File: config.mk
export PLATFORM = sky130hd
export DESIGN_NAME = keyword_ident_number_lexer_unit
export DESIGN_NICKNAME = d
export VERILOG_FILES = /design/src/rtl/core/kwlex_pkg.sv /design/src/rtl/core/kwlex_scan.sv /design/src/rtl/core/kwlex_tokq.sv /design/src/rtl/core/keyword_ident_number_lexer_unit.sv
export SDC_FILE = /design/constraint.sdc
export NUM_CORES = 1
export LEC_CHECK = 0
export BUFFER_PORTS_ARGS = -buffer_cell sky130_fd_sc_hd__buf_2
export CAP_MARGIN = 25
export CELL_PAD_IN_SITES_DETAIL_PLACEMENT = 1
export CELL_PAD_IN_SITES_GLOBAL_PLACEMENT = 1
export CORE_UTILIZATION = 49
export CTS_CLUSTER_SIZE = 8
export DETAILED_ROUTE_END_ITERATION = 8
export PLACE_DENSITY_LB_ADDON = 0.08
export SYNTH_ARGS = -nofsm -noshare
export SYNTH_HDL_FRONTEND = slang
export SYNTH_SLANG_ARGS = --single-unit
File: constraint.sdc
create_clock -name clk -period 4 [get_ports clk]
set_input_delay 1 -clock clk [delete_from_list [all_inputs] [get_ports clk]]
set_output_delay 1 -clock clk [all_outputs]
set_load 0.1 [all_outputs]
File: src/rtl/core/kwlex_pkg.sv
package kwlex_pkg;

  localparam int TEXT_BYTES = 8;
  localparam int MAX_COUNT  = 255;

  localparam int TOKQ_DEPTH = 4;
  localparam int TOKQ_AW    = $clog2(TOKQ_DEPTH);

  localparam logic [7:0] CH_OPEN  = 8'h28;
  localparam logic [7:0] CH_CLOSE = 8'h29;
  localparam logic [7:0] CH_SEMI  = 8'h3B;
  localparam logic [7:0] CH_EQ    = 8'h3D;

  // "exit" and "let", first character in the low byte
  localparam logic [63:0] EXIT_PACKED = 64'h0000_0000_7469_7865;
  localparam logic [63:0] LET_PACKED  = 64'h0000_0000_0074_656C;

  typedef enum logic [3:0] {
    KIND_EXIT  = 4'd0,
    KIND_LET   = 4'd1,
    KIND_IDENT = 4'd2,
    KIND_INT   = 4'd3,
    KIND_OPEN  = 4'd4,
    KIND_CLOSE = 4'd5,
    KIND_SEMI  = 4'd6,
    KIND_EQ    = 4'd7,
    KIND_ERR   = 4'd8
  } kind_t;

  typedef enum logic [3:0] {
    MODE_IDLE = 4'b0001,
    MODE_WORD = 4'b0010,
    MODE_NUM  = 4'b0100,
    MODE_HALT = 4'b1000
  } mode_t;

  typedef struct packed {
    kind_t       kind;
    logic [63:0] text;
    logic [7:0]  length;
    logic        trunc;
    logic        last;
  } tok_t;

endpackage

File: src/rtl/core/kwlex_scan.sv
module kwlex_scan
  import kwlex_pkg::*;
(
  input  logic       clk,
  input  logic       rst,
  input  logic       fire,
  input  logic [7:0] char_byte,
  input  logic       end_of_input,
  output tok_t       tok0,
  output tok_t       tok1,
  output logic [1:0] tok_n
);

  mode_t       mode, mode_next;
  logic [63:0] store, store_next;
  logic [7:0]  count, count_next;

  logic is_letter, is_digit, is_space, pending, extend;
  tok_t flush_tok, char_tok;
  logic has_char;

  assign is_letter = char_byte inside {[8'h61:8'h7A], [8'h41:8'h5A]};
  assign is_digit  = char_byte inside {[8'h30:8'h39]};
  assign is_space  = char_byte inside {8'h20, [8'h09:8'h0D]};
  assign pending   = (mode == MODE_WORD) || (mode == MODE_NUM);
  assign extend    = ((mode == MODE_WORD) && (is_letter || is_digit)) ||
                     ((mode == MODE_NUM) && is_digit);

  // token for the pending word or number
  always_comb begin
    flush_tok        = '0;
    flush_tok.text   = store;
    flush_tok.length = count;
    flush_tok.trunc  = count > 8'(TEXT_BYTES);
    if (mode == MODE_NUM) begin
      flush_tok.kind = KIND_INT;
    end else if (count == 8'd4 && store == EXIT_PACKED) begin
      flush_tok = '0;
      flush_tok.kind = KIND_EXIT;
    end else if (count == 8'd3 && store == LET_PACKED) begin
      flush_tok = '0;
      flush_tok.kind = KIND_LET;
    end else begin
      flush_tok.kind = KIND_IDENT;
    end
  end

  // token for a single-character byte
  always_comb begin
    char_tok = '0;
    has_char = 1'b1;
    case (char_byte)
      CH_OPEN:  char_tok.kind = KIND_OPEN;
      CH_CLOSE: char_tok.kind = KIND_CLOSE;
      CH_SEMI:  char_tok.kind = KIND_SEMI;
      CH_EQ:    char_tok.kind = KIND_EQ;
      default: begin
        char_tok.kind = KIND_ERR;
        has_char = !(is_letter || is_digit || is_space);
      end
    endcase
  end

  always_comb begin
    mode_next  = mode;
    store_next = store;
    count_next = count;
    tok0  = '0;
    tok1  = '0;
    tok_n = 2'd0;
    if (fire && mode != MODE_HALT) begin
      if (end_of_input) begin
        tok0       = flush_tok;
        tok0.last  = 1'b1;
        tok_n      = pending ? 2'd1 : 2'd0;
        mode_next  = MODE_IDLE;
        store_next = '0;
        count_next = '0;
      end else if (extend) begin
        for (int i = 0; i < TEXT_BYTES; i++) begin
          if (count == 8'(i)) store_next[8*i +: 8] = char_byte;
        end
        if (count < 8'(MAX_COUNT)) count_next = count + 8'd1;
      end else begin
        mode_next  = MODE_IDLE;
        store_next = '0;
        count_next = '0;
        if (is_letter || is_digit) begin
          mode_next  = is_letter ? MODE_WORD : MODE_NUM;
          store_next = 64'(char_byte);
          count_next = 8'd1;
        end else if (has_char && char_tok.kind == KIND_ERR) begin
          mode_next = MODE_HALT;
        end
        if (pending) begin
          tok0      = flush_tok;
          tok0.last = !has_char;
          tok1      = char_tok;
          tok1.last = 1'b1;
          tok_n     = has_char ? 2'd2 : 2'd1;
        end else begin
          tok0      = char_tok;
          tok0.last = 1'b1;
          tok_n     = has_char ? 2'd1 : 2'd0;
        end
      end
    end
  end

  always_ff @(posedge clk) begin
    if (rst) begin
      mode  <= MODE_IDLE;
      store <= '0;
      count <= '0;
    end else begin
      mode  <= mode_next;
      store <= store_next;
      count <= count_next;
    end
  end

endmodule

File: src/rtl/core/kwlex_tokq.sv
module kwlex_tokq
  import kwlex_pkg::*;
(
  input  logic       clk,
  input  logic       rst,
  input  logic [1:0] push_n,
  input  tok_t       push0,
  input  tok_t       push1,
  input  logic       pop,
  output tok_t       head,
  output logic       not_empty,
  output logic       room2
);

  tok_t mem [TOKQ_DEPTH];
  logic [TOKQ_AW-1:0] wr, rd;
  logic [TOKQ_AW:0]   count, count_next;
  logic               do_pop;

  assign not_empty  = count != '0;
  assign do_pop     = pop && not_empty;
  assign head       = mem[rd];
  assign room2      = count <= (TOKQ_AW+1)'(TOKQ_DEPTH - 2);
  assign count_next = count + (TOKQ_AW+1)'(push_n) - (TOKQ_AW+1)'(do_pop);

  always_ff @(posedge clk) begin
    if (push_n != 2'd0) mem[wr] <= push0;
    if (push_n == 2'd2) mem[wr + TOKQ_AW'(1)] <= push1;
  end

  always_ff @(posedge clk) begin
    if (rst) begin
      wr    <= '0;
      rd    <= '0;
      count <= '0;
    end else begin
      wr    <= wr + TOKQ_AW'(push_n);
      rd    <= rd + TOKQ_AW'(do_pop);
      count <= count_next;
    end
  end

endmodule

File: src/rtl/core/keyword_ident_number_lexer_unit.sv
// Lexer for a small language: one ASCII byte per beat in, tokens out. Words
// become exit, let or identifier tokens, digit runs become integer literals,
// ( ) ; = become single tokens and whitespace is skipped. Identifier and literal
// text is packed first-character-in-low-byte, up to eight bytes, with a length
// that saturates at 255. A symbol or unknown byte that closes a pending word or
// number gives two tokens. An unknown byte gives an error token and halts the
// lexer until reset; end_of_input flushes the pending token. Rate: one byte per
// cycle while the output keeps up. A byte passes through the input register,
// then the four-entry token queue. The input stalls while the queue has fewer
// than two free entries.
module keyword_ident_number_lexer_unit
  import kwlex_pkg::*;
(
  input  logic        clk,
  input  logic        rst,
  input  logic        in_valid,
  output logic        in_ready,
  input  logic [7:0]  char_byte,
  input  logic        end_of_input,
  output logic        out_valid,
  input  logic        out_ready,
  output logic [3:0]  token_kind,
  output logic [63:0] token_text,
  output logic [7:0]  token_length,
  output logic        text_truncated,
  output logic        last
);

  logic       stg_valid;
  logic [7:0] stg_byte;
  logic       stg_eoi;
  logic       stg_fire, room2;
  tok_t       tok0, tok1, head;
  logic [1:0] tok_n;

  assign stg_fire = stg_valid && room2;
  assign in_ready = !stg_valid || room2;

  always_ff @(posedge clk) begin
    if (rst) begin
      stg_valid <= 1'b0;
    end else if (in_valid && in_ready) begin
      stg_valid <= 1'b1;
    end else if (stg_fire) begin
      stg_valid <= 1'b0;
    end
  end

  always_ff @(posedge clk) begin
    if (in_valid && in_ready) begin
      stg_byte <= char_byte;
      stg_eoi  <= end_of_input;
    end
  end

  kwlex_scan u_scan (
    .clk          (clk),
    .rst          (rst),
    .fire         (stg_fire),
    .char_byte    (stg_byte),
    .end_of_input (stg_eoi),
    .tok0         (tok0),
    .tok1         (tok1),
    .tok_n        (tok_n)
  );

  kwlex_tokq u_tokq (
    .clk       (clk),
    .rst       (rst),
    .push_n    (tok_n),
    .push0     (tok0),
    .push1     (tok1),
    .pop       (out_ready),
    .head      (head),
    .not_empty (out_valid),
    .room2     (room2)
  );

  assign token_kind     = head.kind;
  assign token_text     = head.text;
  assign token_length   = head.length;
  assign text_truncated = head.trunc;
  assign last           = head.last;

endmodule

==> reports/qor.yml, run 1 <==
outcome:
  status: "finished clean"
setup_path:
  cp_slowest_stage_delay_ps: 520
  path_cells: "or4_1, o221ai_2, nand2_1, a21oi_1, ha_1, nor2b_1, o2111a_1, or2_1, buf_4, o21ai_4, buf_12, a32o_1"
  cpMaxStageDelayCell: "sky130_fd_sc_hd__edfxtp_1"
  worstRegToRegCells: 12
  critical_path.reg2reg.startpoint: "stg_byte[0]"
  timing.setup.critical_path_class: "reg -> reg"
  crit_arrival_ps: 4130
  worst_setup_path_end_kind: "flip-flop"
  start_kind: "flip-flop"
  setup.reg_to_reg.worst_slack_ps: 380
  crit_fanout: 64
  worstSetupStartpoint: "stg_byte[0]"
  crit_path_end: "u_tokq.mem[0][8]"
  critical_path.reg2reg.endpoint: "u_tokq.mem[0][8]"
  crit_required_ps: 4510
global_route:
  grt_usage_pct: 28.7
  pin_count_of_the_biggest_net_entering_global_routing: 74
  wire_length_of_the_first_global_routing_pass_mm: 75.2
  grt_pass1_vias: 12700
  grt_antenna_before_repair: 0
  grt_overflow_total: 0
sta:
  final.min_clock_period_ps: 3620
  finalHoldViolations: 0
  setup_total_negative_slack_ps: 0
  final_min_period_over_clock_period_pct: 90.6
  worstMarginPinSlew_ps: 1000
  rsz0062_at_grt: "false"
  slew-limit-headroom_pct: 31.5
  finalHoldWorstSlack_ps: 474
  max_slew_violation_count: 0
  finalWorstSetupSlack_ps: 376
  fin_skew_ps: 14.2
  fmax_mhz: 276
  setup_violations: 0
synthesis:
  synthesized_net_count: 1366
  netlist_instances: 1341
  synth_top_cell_by_area: "sky130_fd_sc_hd__dfxtp_1"
  synthAdderAreaFrac_pct: 0.973
  asyncSetResetFlopFracSynth_pct: 0
  post_synth_most_frequent_cells: "sky130_fd_sc_hd__dfxtp_1 (376), sky130_fd_sc_hd__a22o_1 (146), sky130_fd_sc_hd__a32o_1 (146), sky130_fd_sc_hd__nor2_1 (80), sky130_fd_sc_hd__mux4_2 (78)"
  synth_area_leaders: "sky130_fd_sc_hd__dfxtp_1 (46%), sky130_fd_sc_hd__mux4_2 (11%), sky130_fd_sc_hd__a32o_1 (9.0%), sky130_fd_sc_hd__a22o_1 (7.9%), sky130_fd_sc_hd__edfxtp_1 (5.4%)"
  synth_top_flop_cell: "sky130_fd_sc_hd__dfxtp_1"
  synth_cell_type_count: 62
  post_synth_design_cell_area_um2: 16200
  yosys_warnings: 0
  synth_sequential_area_ratio_pct: 51.8
  synth_compound_area_share_pct: 22.8
  synth_seq_cells: 405
  dominant_combinational_cell_family_by_area_after_synthesis: "compound AO/OA/AOI/OAI gates"
  post_synth_xor_area_fraction_pct: 0.757
  yosys.area_share.simple_pct: 7.93
  post_synth_mux_area_share_pct: 10.8
  number_of_enable_type_register_cells_in_the_synthesized_netlist: 29
  synth.avg_cell_area_um2: 12.1
  synth_most_common_cell: "sky130_fd_sc_hd__dfxtp_1"
  synthDominantCellAreaShare_pct: 46.5
detailed_routing:
  first_pass_detailed_route_iteration_total: 5
  routed_length_per_placed_instance_um: 26.2
  num_vias: 12300
  remaining_drcs: 0
  avgViaCountPerCell: 6.68
  drt_first_iter_violations: 912
  ant_nets: 0
  finalWirelength_mm: 48.1
final_layout:
  finalNetCount: 1413
  fillerInstances: 3327
  layout-area-overhead-vs-synth_pct: 13.7
  post-route-cell-area_um2: 18400
  final_core_utilization_pct: 56.6
  multi_input_area_um2: 7060
  sequential_standard_cell_area_um2: 8410
  drive_above_1_share_pct: 20.1
  n_antenna_cell: 0
cts:
  reg_clk_slew_reported_paths_ps: 50
  cts_buffer_depth: 3
  hold_buffer_count_at_cts: 0
  cts_made_buffers: 56
  insertion_delay_ps: 570
  cts.sink_count: 405
  postCtsSetupRepairBufs: 0
  tritoncts: "yes"
  ctsRootBufferMaster: "sky130_fd_sc_hd__clkbuf_16"
  cts-htree-levels: 2
  ctsResizeCount: 0
place:
  place_area_um2: 16900
  post-dp-hpwl_mm: 28.7
  port_buffers: 92
  place_ws_ps: 461
  gpl.final_weighted_congestion: 0.830
power:
  power.internal_mw: 6.98
  irDropWorstVdd_v: 0.000324
  switching_share_pct: 25.7
  net-switching-power_mw: 2.42
  share_comb_of_total_power_pct: 11.0
  clockPowerShare_pct: 44.2
  power_density_nw_per_um2: 510
  power_frac_seq_pct: 44.8
  p_leak_nw: 6.69
die:
  fp.dieW_um: 184
  placement_rows: 66
  fp.coreArea_um2: 32500
  die_height_um: 184
  design.die.area_um2: 33800
  initial_core_util_pct: 49.8
  io_pins: 93
hold_path:
  min-delay-path-class: "reg -> reg"
job:
  cap_violations: 0
[area by class of cell]
type / count / share of cell area, %
repair buffers: 125 / 4.66
inverters: 14 / 0.285
multi-input cells: 786 / 38.4
flip-flops and latches: 405 / 45.7
clock buffers: 64 / 7.89
clock inverters: 2 / 0.136
well taps: 442 / 3.00
[worst min path at each step]
stage | slack [ps] | start | cells past startpoint | to
2_1_floorplan | 440 | u_tokq.mem[1][35] | 1 | u_tokq.mem[1][35]
3_3_place_gp | 460 | u_tokq.mem[1][65] | 1 | u_tokq.mem[1][65]
3_5_place_dp | 460 | u_tokq.mem[3][71] | 1 | u_tokq.mem[3][71]
4_1_cts | 480 | u_tokq.mem[1][37] | 1 | u_tokq.mem[1][37]
5_1_grt | 480 | u_tokq.mem[1][25] | 1 | u_tokq.mem[1][25]
6_report | 470 | u_tokq.mem[3][72] | 1 | u_tokq.mem[3][72]
[cells in the final DEF, fill, tap and decap left out, types with 5 or more instances in the layout]
cell and instances:
sky130_fd_sc_hd__a21oi_1 28, sky130_fd_sc_hd__buf_12 12, sky130_fd_sc_hd__clkbuf_16 57, sky130_fd_sc_hd__o22a_1 42, sky130_fd_sc_hd__nor3_1 6, sky130_fd_sc_hd__and3_1 11, sky130_fd_sc_hd__nor2_1 80, sky130_fd_sc_hd__edfxtp_1 29
sky130_fd_sc_hd__clkbuf_1 7, sky130_fd_sc_hd__mux4_2 78, sky130_fd_sc_hd__a22o_1 146, sky130_fd_sc_hd__xnor2_1 9, sky130_fd_sc_hd__a32o_1 146, sky130_fd_sc_hd__nand3_1 20, sky130_fd_sc_hd__nand4_1 6, sky130_fd_sc_hd__xor2_1 5
sky130_fd_sc_hd__inv_1 14, sky130_fd_sc_hd__o21ai_0 11, sky130_fd_sc_hd__a31oi_1 9, sky130_fd_sc_hd__buf_2 92, sky130_fd_sc_hd__ha_1 11, sky130_fd_sc_hd__nor2b_1 9, sky130_fd_sc_hd__o22ai_1 10, sky130_fd_sc_hd__dfxtp_1 374
sky130_fd_sc_hd__nor4b_1 7, sky130_fd_sc_hd__nor4_1 9, sky130_fd_sc_hd__buf_4 21, sky130_fd_sc_hd__nand2_1 74
[power groups by stage]
| stage | registers (mW) | clock network (mW) | logic (mW) |
|---|---|---|---|
| 2_1_floorplan | 4.23 | 0 | 0.817 |
| 3_3_place_gp | 4.28 | 0 | 1.03 |
| 3_5_place_dp | 4.29 | 0 | 1.04 |
| 4_1_cts | 4.21 | 4.22 | 1.04 |
| 5_1_grt | 4.21 | 4.39 | 1.10 |
| 6_report | 4.21 | 4.15 | 1.04 |
[logic make-up after synthesis]
group | after synthesis
fa+ha+maj | 12
compound gates | 422
mux | 78
simple gates | 260
xor+xnor | 14
buf+inv | 150
flops | 405
[worst max-delay path, delay by kind of cell (launching register included)]
family                   cells  cell delay (ps)
AO/OA/AOI/OAI                5             1070
adder cells (fa/ha/maj)      1              260
buffers and inverters        2              520
AND/OR/NAND/NOR              4             1090
flip-flops                   1              520
[per-stage QoR]
step	std cells	power (mW)
floorplan	1341	5.05
global placement	1772	5.31
detailed placement	1772	5.33
CTS	1838	9.47
global route	1838	9.70
finish	1838	9.40
[metal layers]
metal | track usage (%) | wire, um
met1 | 38.5 | 21300
met2 | 48.3 | 23600
met3 | 3.76 | 2210
met4 | 8.33 | 998
met5 | 0 | 0
[sequential cells by signal, indices dropped and copies added (netlist names)]
register,cells
stg_valid,1
u_scan.mode,4
u_tokq.wr,2
stg_eoi,1
u_tokq.rd,2
u_scan.count,8
stg_byte,8
u_scan.store,64
u_tokq.mem,312
u_tokq.count,3
No activity file was read; power rests on OpenSTA's default activity.
==> run 2, diff against run 1 <==
--- a/config.mk
+++ b/config.mk
@@ -9,6 +9,7 @@
 export CAP_MARGIN = 25
 export CELL_PAD_IN_SITES_DETAIL_PLACEMENT = 1
 export CELL_PAD_IN_SITES_GLOBAL_PLACEMENT = 1
+export CORE_MARGIN = 3
 export CORE_UTILIZATION = 49
 export CTS_CLUSTER_SIZE = 8
 export DETAILED_ROUTE_END_ITERATION = 8
==> run 2 against run 1 <==
Compared with the run above: fmax decreased by 1.0%; die area grew 4.4%; first-iteration DRC count grew 11%; clock skew increased by 12 ps; via count fell by 1.0%; total power is 0.20% higher; sequential share of layout area grew 0.059 points; combinational power down 4%; count of clock-buffer cells in the layout is the same; wire length is 0.27% lower; cell area is 0.13% lower; critical path depth decreased by 1; critical endpoint is now u_tokq.mem[0][43].
==> reports/qor.yml, run 2 (synthesized netlist as in run 1, its figures left out) <==
setup_path:
  crit_required_ps: 4440  # -70 ps
  path_cells: "or4_1, o221ai_2, nand2_1, a21oi_1, ha_1, nor2b_1, o2111a_1, or2_2, o2111a_2, buf_4, a32o_1"
  critical_path.reg2reg.endpoint: "u_tokq.mem[0][43]"
  worst_setup_path_end_kind: "flip-flop"
  timing.setup.critical_path_class: "reg -> reg"
  setup.reg_to_reg.worst_slack_ps: 340  # -40 ps
  start_kind: "flip-flop"
  worstRegToRegCells: 11  # -1
  critical_path.reg2reg.startpoint: "stg_byte[0]"
  timing.critical_path.buf_inv: 1  # -1
  cpMaxStageDelayCell: "sky130_fd_sc_hd__edfxtp_1"
  crit_arrival_ps: 4100  # -30 ps
  worst_path_dominant_cell_family: "compound AO/OA/AOI/OAI gates"
  crit_fanout: 41  # -36%
  cp_slowest_stage_delay_ps: 520  # about the same
hold_path:
  min-delay-path-class: "reg -> reg"
  hold-path-endpoint: "u_tokq.mem[3][60]"
  min_path_cells: 1  # unchanged
  hp-start: "u_tokq.mem[3][60]"
global_route:
  pin_count_of_the_biggest_net_entering_global_routing: 74  # unchanged
  grt_usage_pct: 27.0  # -1.7 points
  grt_pass1_vias: 12800  # +0.65%
  grt_overflow_total: 0  # unchanged
  wire_length_of_the_first_global_routing_pass_mm: 76.1  # +1.3%
  grt_antenna_before_repair: 0  # unchanged
final_layout:
  final_cell_mix: "sky130_fd_sc_hd__dfxtp_1 (374), sky130_fd_sc_hd__a22o_1 (146), sky130_fd_sc_hd__a32o_1 (146)"
  sequential_standard_cell_area_um2: 8410  # unchanged
  instances_no_fill: 1829  # -0.49%
  post-route-cell-area_um2: 18400  # -0.13%
  top_regs: "u_tokq.mem: 312 flops, u_scan.store: 64 flops"
  multi_input_area_um2: 7060  # unchanged
  finalNetCount: 1412  # -0.071%
  fillerInstances: 3219  # -3.2%
  regMostFlops: "u_tokq.mem"
  final_common_cell: "sky130_fd_sc_hd__dfxtp_1"
  layout-area-overhead-vs-synth_pct: 13.5
  drive_above_1_share_pct: 20.1  # +0.029 points
  n_antenna_cell: 0  # unchanged
  largest_register_ffs: 312  # unchanged
cts:
  cts_made_buffers: 56  # unchanged
  postCtsSetupRepairBufs: 0  # unchanged
  ctsRootBufferMaster: "sky130_fd_sc_hd__clkbuf_16"
  cts-htree-levels: 2  # unchanged
  cts.sink_count: 405  # unchanged
  insertion_delay_ps: 580  # about the same
  hold_buffer_count_at_cts: 0  # unchanged
  reg_clk_slew_reported_paths_ps: 50  # about the same
  cts_buffer_depth: 3  # unchanged
  ctsResizeCount: 0  # unchanged
  tritoncts: "yes"
power:
  clockPowerShare_pct: 44.4  # +0.2 points
  power.internal_mw: 6.99  # +0.21%
  p_leak_nw: 6.70  # +0.22%
  irDropWorstVdd_v: 0.000461  # +42%
  power_density_nw_per_um2: 512  # +0.33%
  switching_share_pct: 25.7  # about the same
  share_comb_of_total_power_pct: 10.6  # -0.4 points
  net-switching-power_mw: 2.42  # +0.18%
  power_frac_seq_pct: 45.0  # +0.2 points
detailed_routing:
  num_vias: 12200  # -1.0%
  first_pass_detailed_route_iteration_total: 6  # +1
  routed_length_per_placed_instance_um: 26.2  # +0.22%
  finalWirelength_mm: 47.9  # -0.27%
  avgViaCountPerCell: 6.65  # -0.51%
  drt_first_iter_violations: 1015  # +11%
  ant_nets: 0  # unchanged
  remaining_drcs: 0  # unchanged
job:
  cap_violations: 0  # unchanged
die:
  fp.coreArea_um2: 32000  # -1.5%
  io_pins: 93  # unchanged
  initial_core_util_pct: 50.6  # +0.77 points
  design.die.area_um2: 35300  # +4.4%
  fp.dieW_um: 188  # +2.2%
  die_height_um: 188  # +2.2%
  placement_rows: 65  # -1.5%
sta:
  finalHoldWorstSlack_ps: 470  # -4.15 ps
  finalWorstSetupSlack_ps: 338  # -38.2 ps
  setup_total_negative_slack_ps: 0  # unchanged
  final.min_clock_period_ps: 3660  # +38.2 ps
  rsz0062_at_grt: "false"
  max_slew_violation_count: 0  # unchanged
  fmax_mhz: 273  # -1.0%
  worstMarginPinSlew_ps: 862  # -140 ps
  setup_violations: 0  # unchanged
  finalHoldViolations: 0  # unchanged
  fin_skew_ps: 25.8  # +11.7 ps
  final_min_period_over_clock_period_pct: 91.6  # +0.96 points
  slew-limit-headroom_pct: 41.1  # +9.6 points
outcome:
  status: "finished clean"
place:
  post-place-cells: 1764  # -0.45%
  place_ws_ps: 311  # -150 ps
  post-dp-hpwl_mm: 28.9  # +0.71%
  place_area_um2: 16900  # -0.17%
  gpl.final_weighted_congestion: 0.794  # -4.3%
  port_buffers: 92  # unchanged
## run 2: changes by cell type in the layout (fill, tap and decap cells not counted)
cell,change
sky130_fd_sc_hd__buf_12,-1
sky130_fd_sc_hd__clkbuf_1,-1
sky130_fd_sc_hd__clkbuf_8,+1
sky130_fd_sc_hd__clkinv_2,-1
sky130_fd_sc_hd__or2_1,-1
sky130_fd_sc_hd__or2_2,+1
## run 2: cell type report
| type | count | area share (%) |
|---|---|---|
| clock buffer | 64 | 7.95 |
| clock inverter | 1 | 0.109 |
| inverter | 14 | 0.286 |
| multi-input combinational | 786 | 38.4 |
| sequential | 405 | 45.7 |
| tap | 435 | 2.96 |
| timing repair buffer | 124 | 4.56 |
## run 2: how the worst max path moves through the flow
stage | slack (ps) | depth (start not counted) | endpoint | start
2_1_floorplan | 530 | 14 | u_tokq.mem[0][0] | stg_byte[3]
3_3_place_gp | 430 | 11 | u_tokq.mem[1][30] | stg_byte[0]
3_5_place_dp | 310 | 11 | u_tokq.mem[1][47] | stg_byte[0]
4_1_cts | 260 | 11 | u_tokq.mem[1][39] | stg_byte[0]
5_1_grt | 140 | 11 | u_tokq.mem[0][43] | stg_byte[0]
6_report | 340 | 11 | u_tokq.mem[0][43] | stg_byte[0]
## run 2: power groups by stage
stage | Combinational (mW) | Clock, mW | Sequential, mW
2_1_floorplan | 0.817 | 0 | 4.23
3_3_place_gp | 0.996 | 0 | 4.31
3_5_place_dp | 1.00 | 0 | 4.32
4_1_cts | 1.01 | 4.26 | 4.24
5_1_grt | 1.07 | 4.45 | 4.24
6_report | 1.00 | 4.18 | 4.24
## run 2: metal layers
layer	GRT usage [%]	wire length, um	vias up
li1	-	-	5384
met1	36.7	21100	6384
met2	45.8	23700	331
met3	4.23	2400	59
met4	5.86	751	0
met5	0	0	-
## run 2: metrics by stage
| step | utilization, % | power (mW) |
|---|---|---|
| 2_1_floorplan | - | 5.05 |
| 3_3_place_gp | 52.8 | 5.31 |
| 3_5_place_dp | 52.8 | 5.32 |
| 4_1_cts | 57.4 | 9.50 |
| 5_1_grt | 57.4 | 9.76 |
| 6_report | 57.4 | 9.42 |
